$ cat src/hdl/sli_pkg.sv
// Shared constants and types for the segment/line intersection block.
package sli_pkg;

   // Default coordinate width and fixed port width.
   localparam int COORD_WIDTH = 32;
   localparam int PORT_WIDTH  = 32;

   // Depth of the queue between front and back.
   localparam int QUEUE_DEPTH = 4;

   // Queue status seen by the front and back.
   typedef struct packed {
      logic full;
      logic empty;
   } q_status_type;

endpackage

$ cat src/hdl/sli_queue.sv
// Request queue between the front and the back.
module sli_queue #(
   parameter int WIDTH = 8,
   parameter int DEPTH = sli_pkg::QUEUE_DEPTH
) (
   input  logic                  clock,
   input  logic                  reset,
   input  logic                  push,
   input  logic [WIDTH-1:0]      push_data,
   input  logic                  pop,
   output logic [WIDTH-1:0]      pop_data,
   output sli_pkg::q_status_type status
);

   localparam int PTR_W = $clog2(DEPTH);
   localparam int CNT_W = $clog2(DEPTH + 1);

   logic [WIDTH-1:0] ent_ff [0:DEPTH-1];
   logic [PTR_W-1:0] wr_ptr_ff, wr_ptr_in;
   logic [PTR_W-1:0] rd_ptr_ff, rd_ptr_in;
   logic [CNT_W-1:0] cnt_ff, cnt_in;

   // Advance pointers and count
   always_comb begin
      wr_ptr_in = wr_ptr_ff;
      rd_ptr_in = rd_ptr_ff;
      cnt_in    = cnt_ff;
      if (push) begin
         wr_ptr_in = (wr_ptr_ff == PTR_W'(DEPTH - 1)) ? '0 : wr_ptr_ff + 1'b1;
      end
      if (pop) begin
         rd_ptr_in = (rd_ptr_ff == PTR_W'(DEPTH - 1)) ? '0 : rd_ptr_ff + 1'b1;
      end
      if (push && !pop) begin
         cnt_in = cnt_ff + 1'b1;
      end else if (pop && !push) begin
         cnt_in = cnt_ff - 1'b1;
      end
   end

   always_ff @(posedge clock) begin
      if (reset) begin
         wr_ptr_ff <= '0;
         rd_ptr_ff <= '0;
         cnt_ff    <= '0;
      end else begin
         wr_ptr_ff <= wr_ptr_in;
         rd_ptr_ff <= rd_ptr_in;
         cnt_ff    <= cnt_in;
      end
   end

   // Store the pushed request
   always_ff @(posedge clock) begin
      if (push) begin
         ent_ff[wr_ptr_ff] <= push_data;
      end
   end

   assign pop_data     = ent_ff[rd_ptr_ff];
   assign status.full  = (cnt_ff == CNT_W'(DEPTH));
   assign status.empty = (cnt_ff == '0);

endmodule

$ cat config.mk
export PLATFORM = sky130hd
export DESIGN_NAME = sli_queue
export DESIGN_NICKNAME = d
export VERILOG_FILES = /design/src/hdl/sli_pkg.sv /design/src/hdl/sli_queue.sv
export SDC_FILE = /design/constraint.sdc
export NUM_CORES = 1
export LEC_CHECK = 0
export ABC_CLOCK_PERIOD_IN_PS = 1800
export BUFFER_PORTS_ARGS = -buffer_cell sky130_fd_sc_hd__buf_2
export CAP_MARGIN = 20
export CORE_MARGIN = 3
export CORE_UTILIZATION = 47
export CTS_CLUSTER_SIZE = 25
export DETAILED_ROUTE_END_ITERATION = 8
export PLACE_DENSITY = 0.67
export SLEW_MARGIN = 40
export SYNTH_ARGS = -nofsm -noshare
export SYNTH_HDL_FRONTEND = slang
export SYNTH_SLANG_ARGS = --single-unit
$ cat constraint.sdc
create_clock -name clock -period 1.8 [get_ports clock]
set_input_delay 0.27 -clock clock [delete_from_list [all_inputs] [get_ports clock]]
set_output_delay 0.27 -clock clock [all_outputs]
set_load 0.02 [all_outputs]
Word level (Yosys, flattened, before mapping)
Memory sizes are Yosys's and may differ from the RTL's. A register that Yosys moved wholly into a read port is not among the register bits.
Index checks and enable logic that the tools add are counted.

storage, ports and cells
  flip-flop bits (word level) = 7
  memory bits (writable) = 32
  output and inout port bits = 10
  word-level logic and storage cells = 25
  memories = 1

operators by class
  $add $sub $neg = 4
  eq/ne operators = 3
  mux-type cells = 8
  reductions and logical operators = 6

memory list
  name    words  bits a word  read ports  clocked after memory_dff  wr ports  line             source
  ent_ff  4      8            1           1                         1         sli_queue.sv:18  logic [WIDTH-1:0] ent_ff [0:DEPTH-1];

operators by type and width
  kind                   count
  $mux W2                4
  $mux W3                2
  $add A2 B1 Y2 const B  2
  $eq A2 B2 Y1 const B   2
  $add A3 B1 Y3 const B  1
  $eq A3 B3 Y1 const B   1
  $logic_not A3 Y1       1
  $sub A3 B1 Y3 const B  1
  $logic_and A1 B1 Y1    2
  $logic_not A1 Y1       2
  $mux W1                2
  $reduce_bool A2 Y1     1

Longest topological paths before layout
Gate-level depths: netlist (run 1).

  depth after elaboration = 4
  depth in mapped cells = 7

Worst setup path after synthesis (run 1)
OpenSTA, ideal clock, no wires.

  kind = in2reg
  start point = input pop
  end point = register cnt_ff[2]
  arrival = 1.462 ns
  required time = 1.730 ns
  slack = 0.268 ns
  cell stages on the path = 7
  buffers on the path = 0
  path through = inv_1 > ha_1 > inv_1 > fa_1 > xor2_1 > or3_1 > a21oi_1

on the way
  longest elaborated chain between the ends = 3

RTL lines
  element                                        line             source
  start: declaration                             sli_queue.sv:10  input logic pop,
  $logic_not A1 Y1                               sli_queue.sv:34  if (push && !pop) begin
  $logic_and A1 B1 Y1                            sli_queue.sv:34
  $mux W3 or $reduce_bool A2 Y1 (tied branches)  --
  end signal: assignment                         sli_queue.sv:49  cnt_ff <= cnt_in;
  end: declaration                               sli_queue.sv:21  logic [CNT_W-1:0] cnt_ff, cnt_in;

Parallel ways exist; a longest one is shown, timed or not.
A chain may end at the register's enable or synchronous reset.

==> results_dict.tcl, run 1 <==
set metrics [dict create \
    cts_buffers 5 \
    avgViaCountPerCell 5.019 \
    timing.max_slew.rel_slack_pct 70.52 \
    final_area_mm2 0.001879 \
    clock_sinks 41 \
    clkPwrFrac_pct 24.8 \
    routed-via-count 798 \
    clock_tree.buffer_depth 2 \
    first_global_vias 850 \
    tritoncts "yes" \
    worst_skew_pair.late_latency_ns 0.34 \
    leakage_nw 0.6968 \
    syn_avg_cell_area_um2 18.58 \
    power.net_switching_uw 445.3 \
    crit_path_max_fanout 8 \
    io_buf_count 21 \
    grt_antenna_before_repair 0 \
    core_region_area_mm2 0.003153 \
    cell_area_power_density_mw_per_mm2 987.8 \
    status "complete, no violations" \
    cts_hold_repair.buffers 0 \
    drt_iter0_markers 32 \
    comb_power_share_pct 15.3 \
    synth_seq_cells 41 \
    die_y_um 64.31 \
    fin_hold_ws_ns 0.1336 \
    tightest_slew_ns 0.4422 \
    synth_warnings 0 \
    antenna_cells 0 \
    hold_path_startpoint "push_data[1]" \
    multi_input_area_um2 425.4 \
    design.final.nets 133 \
    largest_net_degree_at_the_start_of_global_routing 13 \
    ant_nets 0 \
    synthToLayoutAreaGrowth_pct 17.62 \
    sw_frac_of_total_pct 23.99 \
    drc 0 \
    wire_length_of_the_first_global_routing_pass_um 4195 \
    seqCellArea_mm2 0.001142 \
    die-area_mm2 0.004135 \
    cp-start-kind "flop" \
    internal_power_mw 1.411 \
    chipWidth_um 64.31 \
    netlist-cell-type-count 17 \
    std_cell_rows 20 \
    io-pin-count 22 \
    postSynthNetCount 105 \
    worst_setup_path_end_kind "primary output" \
    setup_viol 0 \
    rsz0062_at_grt "true" \
    place_area_mm2 0.001757 \
    postSynthCellCount 86 \
    clock_pin_transition_on_the_worst_setup_and_hold_timing_paths_ns 0.11 \
    postRouteWirelength_um 2470 \
    layout_min_cycle_time_ns 1.757 \
    gp_routability_congestion 0.6626 \
    p_seq_share_pct 59.8 \
    final-hold-violation-count 0 \
    criticalPathCategory "reg -> out" \
    post-layout-total-power_mw 1.856 \
    floorplan.initialDensity_pct 50.67 \
    drv_cap 0 \
    fmax_mhz 569.2 \
    vdd_ir_drop_max_mv 0.5784 \
    drive_gt1_share_pct 33.04 \
    drv_slew 0 \
    grt_usage_pct 14.17 \
    detailedRoute.firstPassIterationCount 4 \
    nFillCells 258 \
    cp_data_required_time_ns 1.53 \
    period_share_pct 97.61 \
    post_syn_area_mm2 0.001598 \
    synth_seq_area_share_pct 71.42 \
    arrival_time_at_the_worst_endpoint_ns 1.49 \
    finalClockSkew_ns 0.006776 \
    detail_route.wl_per_cell_um 15.53 \
    clockRootBuffer "sky130_fd_sc_hd__clkbuf_4" \
    dp_hpwl_um 1731 \
    cts_htree_levels 2 \
    timing.hold.worst.class "in -> reg" \
    reg2reg_from "cnt_ff[0]" \
    grt.overflow.total 0 \
]
synthesized netlist by cell type:
master / number / share of area, %
sky130_fd_sc_hd__edfxtp_1: 32 / 60
sky130_fd_sc_hd__dfxtp_1: 9 / 11
sky130_fd_sc_hd__mux4_2: 8 / 11
sky130_fd_sc_hd__nor2_1: 7 / 1.6
sky130_fd_sc_hd__ha_1: 6 / 4.7
sky130_fd_sc_hd__and2_1: 4 / 1.6
sky130_fd_sc_hd__inv_1: 4 / 0.94
sky130_fd_sc_hd__mux2i_1: 4 / 2.5
sky130_fd_sc_hd__a21oi_1: 2 / 0.63
sky130_fd_sc_hd__nor3b_1: 2 / 0.94
sky130_fd_sc_hd__xor2_1: 2 / 1.1
sky130_fd_sc_hd__buf_6: 1 / 0.70
sky130_fd_sc_hd__clkbuf_2: 1 / 0.31
sky130_fd_sc_hd__fa_1: 1 / 1.3
sky130_fd_sc_hd__nor3_1: 1 / 0.31
sky130_fd_sc_hd__o21ai_0: 1 / 0.31
sky130_fd_sc_hd__or3_1: 1 / 0.39
final timing paths:
kind         cells past startpoint      endpoint  slack, ns
max                              3   pop_data[1]       0.04
min                              1  ent_ff[3][1]       0.13
max reg2reg                      4     cnt_ff[2]       0.31
min reg2reg                      2          flop       0.55
kinds of logic after synthesis:
family	Yosys count	share of synthesized area (%)
DFF	41	71.42
AOI/OAI and AO/OA	3	0.9394
buffers and inverters	6	1.957
muxes	12	13.78
xor gates and xnor gates	2	1.097
and+or+nand+nor	15	4.855
adders and majority gates	7	5.951
cells in the final DEF (no fill, tap or decap):
cell type	count
sky130_fd_sc_hd__inv_1	4
sky130_fd_sc_hd__a21oi_1	2
sky130_fd_sc_hd__fa_1	1
sky130_fd_sc_hd__o21ai_0	1
sky130_fd_sc_hd__mux2i_1	4
sky130_fd_sc_hd__buf_2	13
sky130_fd_sc_hd__nor3b_1	2
sky130_fd_sc_hd__dfxtp_1	8
sky130_fd_sc_hd__buf_12	1
sky130_fd_sc_hd__ha_1	6
sky130_fd_sc_hd__nor3_1	1
sky130_fd_sc_hd__dfxtp_2	1
sky130_fd_sc_hd__clkbuf_1	2
sky130_fd_sc_hd__nor2_1	7
sky130_fd_sc_hd__edfxtp_1	32
sky130_fd_sc_hd__or3_1	1
sky130_fd_sc_hd__xor2_1	2
sky130_fd_sc_hd__clkbuf_4	5
sky130_fd_sc_hd__and2_1	4
sky130_fd_sc_hd__mux4_2	8
sky130_fd_sc_hd__buf_6	8
sky130_fd_sc_hd__buf_4	1
sky130_fd_sc_hd__clkbuf_8	1
registers in the layout, indices dropped and copies added (netlist names), named ones only:
register,count
ent_ff,32
cnt_ff,3
rd_ptr_ff,2
wr_ptr_ff,2
power groups by stage:
stage	logic (mW)	registers, mW	clock network [mW]
detailed placement	0.251	1.13	0
floorplan	0.175	1.12	0
global route	0.315	1.12	0.528
global placement	0.243	1.13	0
CTS	0.276	1.11	0.487
finish	0.284	1.11	0.461
routing by layer:
layer	track usage (%)	wire length, µm
met1	17.18	1016
met2	22.42	1274
met3	5.975	126
met4	5.541	53
met5	0	0
metrics by stage:
step	worst slack [ns]	std cells	utilization [%]	TNS, ns
floorplan	0.2683	86	-	0
finish	0.04309	159	59.60	0
detailed placement	0.004899	151	55.71	0
global route	-0.03617	159	59.60	-0.2110
global placement	0.1101	151	55.71	0
CTS	-0.009451	159	58.85	-0.02342
final cells by class:
cell class	instances	share of cell area [%]
flip-flops and latches	41	60.79
multi-input cells	39	22.64
repair buffers	23	9.720
clock buffers	8	3.129
well taps	44	2.929
inverters	4	0.7989
worst max-delay path, stage by stage (launching register included):
cell                      delay [ns]
sky130_fd_sc_hd__dfxtp_2        0.35
sky130_fd_sc_hd__buf_12         0.13
sky130_fd_sc_hd__mux4_2         0.51
sky130_fd_sc_hd__buf_6          0.15
repair_timing:
action / CTS / global route
setup buffers: 0 / 0
setup endpoints to repair: 8 / 8
resized for setup: 13 / 7
Power figures use the tool's default switching activity.
==> inputs of run 2 (changes only) <==
RECOVER_POWER = 100   (was not set)
==> run 2 against run 1 <==
Power decreased by 0.30%. Utilization decreased by 0.40 points. Hold slack improved by 0.044 ns. Clock-buffer cell count unchanged. Sequential share of layout area increased by 0.41 points. Maximum frequency about the same. Via count increased by 0.75%. Wire length decreased by 0.69%. Global-route usage unchanged. Sequential cell count unchanged. Largest power group unchanged. Clock skew about the same. Register-to-register slack about the same.
==> results_dict.tcl, run 2 (synthesis results as in run 1) <==
set metrics [dict create \
    layout_min_cycle_time_ns 1.756 \
    totalNegativeSetupSlack_ns 0 \
    grt.overflow.total 0 \
    cp_data_required_time_ns 1.53 \
    cts_hold_repair.buffers 0 \
    setup_viol 0 \
    core_region_area_mm2 0.003153 \
    registers.top_by_ff_count "ent_ff" \
    tightest_slew_ns 0.6279 \
    most_used_cells_in_the_layout_excluding_fill_and_tap_cells "sky130_fd_sc_hd__edfxtp_1 (32), sky130_fd_sc_hd__clkbuf_1 (12), sky130_fd_sc_hd__mux4_2 (8), sky130_fd_sc_hd__dfxtp_1 (8), sky130_fd_sc_hd__buf_6 (8)" \
    fmax_mhz 569.3 \
    post-layout-total-power_mw 1.851 \
    avgViaCountPerCell 5.057 \
    period_share_pct 97.58 \
    cp_num_cells 3 \
    critical_path.top_delay_family "multiplexers" \
    cts_htree_levels 2 \
    finalClockSkew_ns 0.006392 \
    place_area_mm2 0.001757 \
    cts_buffers 5 \
    die_y_um 64.31 \
    arrival_time_at_the_worst_endpoint_ns 1.49 \
    timing.max_slew.rel_slack_pct 58.11 \
    largest_register_ffs 32 \
    timing.hold.worst.class "in -> reg" \
    biggestRegsByFlops "ent_ff: 32 flops, cnt_ff: 3 flops" \
    detailedRoute.firstPassIterationCount 4 \
    first_global_vias 850 \
    vdd_ir_drop_max_mv 0.5648 \
    gp_routability_congestion 0.6626 \
    clock_pin_transition_on_the_worst_setup_and_hold_timing_paths_ns 0.11 \
    antenna_cells 0 \
    io_buf_count 21 \
    synthToLayoutAreaGrowth_pct 16.84 \
    dp_hpwl_um 1731 \
    chipWidth_um 64.31 \
    critical_path.n_buffers_inverters 2 \
    ant_nets 0 \
    drive_gt1_share_pct 24.35 \
    slowest_delay_ns 0.51 \
    fin_hold_ws_ns 0.1777 \
    largest_net_degree_at_the_start_of_global_routing 13 \
    leakage_nw 0.6644 \
    layout_commonest_cell "sky130_fd_sc_hd__edfxtp_1" \
    drc 0 \
    detail_route.wl_per_cell_um 15.43 \
    utilization_after_layout_pct 59.21 \
    drv_cap 0 \
    reg2reg_depth 4 \
    grt_antenna_before_repair 0 \
    design.final.nets 133 \
    routed-via-count 804 \
    crit_path_max_fanout 8 \
    nFillCells 264 \
    io-pin-count 22 \
    multi_input_area_um2 425.4 \
    seqCellArea_mm2 0.001142 \
    grt_usage_pct 14.17 \
    floorplan.initialDensity_pct 50.67 \
    critPathSlowestCell "sky130_fd_sc_hd__mux4_2" \
    clock_sinks 41 \
    std_cell_rows 20 \
    crit_chain "buf_12 > mux4_2 > buf_6" \
    worst_skew_pair.late_latency_ns 0.34 \
    die-area_mm2 0.004135 \
    tritoncts "yes" \
    postRouteWirelength_um 2453 \
    worst_setup_path_end_kind "primary output" \
    drt_iter0_markers 33 \
    rsz0062_at_grt "true" \
    clock_tree.buffer_depth 2 \
    final-hold-violation-count 0 \
    status "complete, no violations" \
    criticalPathCategory "reg -> out" \
    cell_area_power_density_mw_per_mm2 991.4 \
    drv_slew 0 \
    wire_length_of_the_first_global_routing_pass_um 4195 \
    clockRootBuffer "sky130_fd_sc_hd__clkbuf_4" \
    hold-path-cell-count 1 \
    cp-start-kind "flop" \
    final_area_mm2 0.001867 \
]
-- run 2: changes by cell type in the layout (fill, tap and decap cells not counted), sizes merged --
cell	change
clkbuf	+10
buf	-10
-- run 2: power breakdown --
part / internal, mW / total [mW] / switching [mW]
logic: 0.136 / 0.279 / 0.143
clock network: 0.193 / 0.461 / 0.268
registers: 1.08 / 1.11 / 0.0346
total: 1.41 / 1.85 / 0.445
-- run 2: worst register-to-register path: cells and delay by family, from the launching register on --
| family | cells | cell delay, ns |
|---|---|---|
| compound gates | 1 | 0.14 |
| xor+xnor | 1 | 0.16 |
| fa+ha+maj | 1 | 0.44 |
| flops | 1 | 0.37 |
| simple gates | 1 | 0.31 |
-- run 2: routing by layer --
metal / global-route usage, % / part of all wire, % / routed length [µm]
met4: 5.541 / 2.2 / 53
met1: 17.18 / 41 / 1006
met5: 0 / 0 / 0
met2: 22.42 / 51 / 1262
met3: 5.975 / 5.3 / 130
-- run 2: per-stage QoR --
step,worst slack (ns),cells
2_1_floorplan,0.2683,86
3_3_place_gp,0.1101,151
3_5_place_dp,0.004899,151
4_1_cts,-0.009451,159
5_1_grt,-0.03617,159
6_report,0.04354,159
-- run 2: layout make-up --
| cell class | instances | share of cell area (%) |
|---|---|---|
| multi-input cells | 39 | 22.79 |
| well taps | 44 | 2.949 |
| inverters | 4 | 0.8043 |
| clock buffers | 8 | 3.150 |
| repair buffers | 23 | 9.115 |
| flip-flops and latches | 41 | 61.19 |
-- run 2: what timing repair did --
item | 4_1_cts | 5_1_grt
gates cloned | 0 | 0
buffers inserted | 0 | 0
gates resized for setup | 13 | 7
setup endpoints to repair | 8 | 8
-- run 2: path summary, 6_finish.rpt --
kind | start | to | slack [ns]
hold reg to reg | rd_ptr_ff[1] | flop | 0.55
setup reg to reg | cnt_ff[0] | cnt_ff[2] | 0.31
setup / recovery | flop | pop_data[1] | 0.04
hold / removal | push_data[1] | ent_ff[3][1] | 0.18
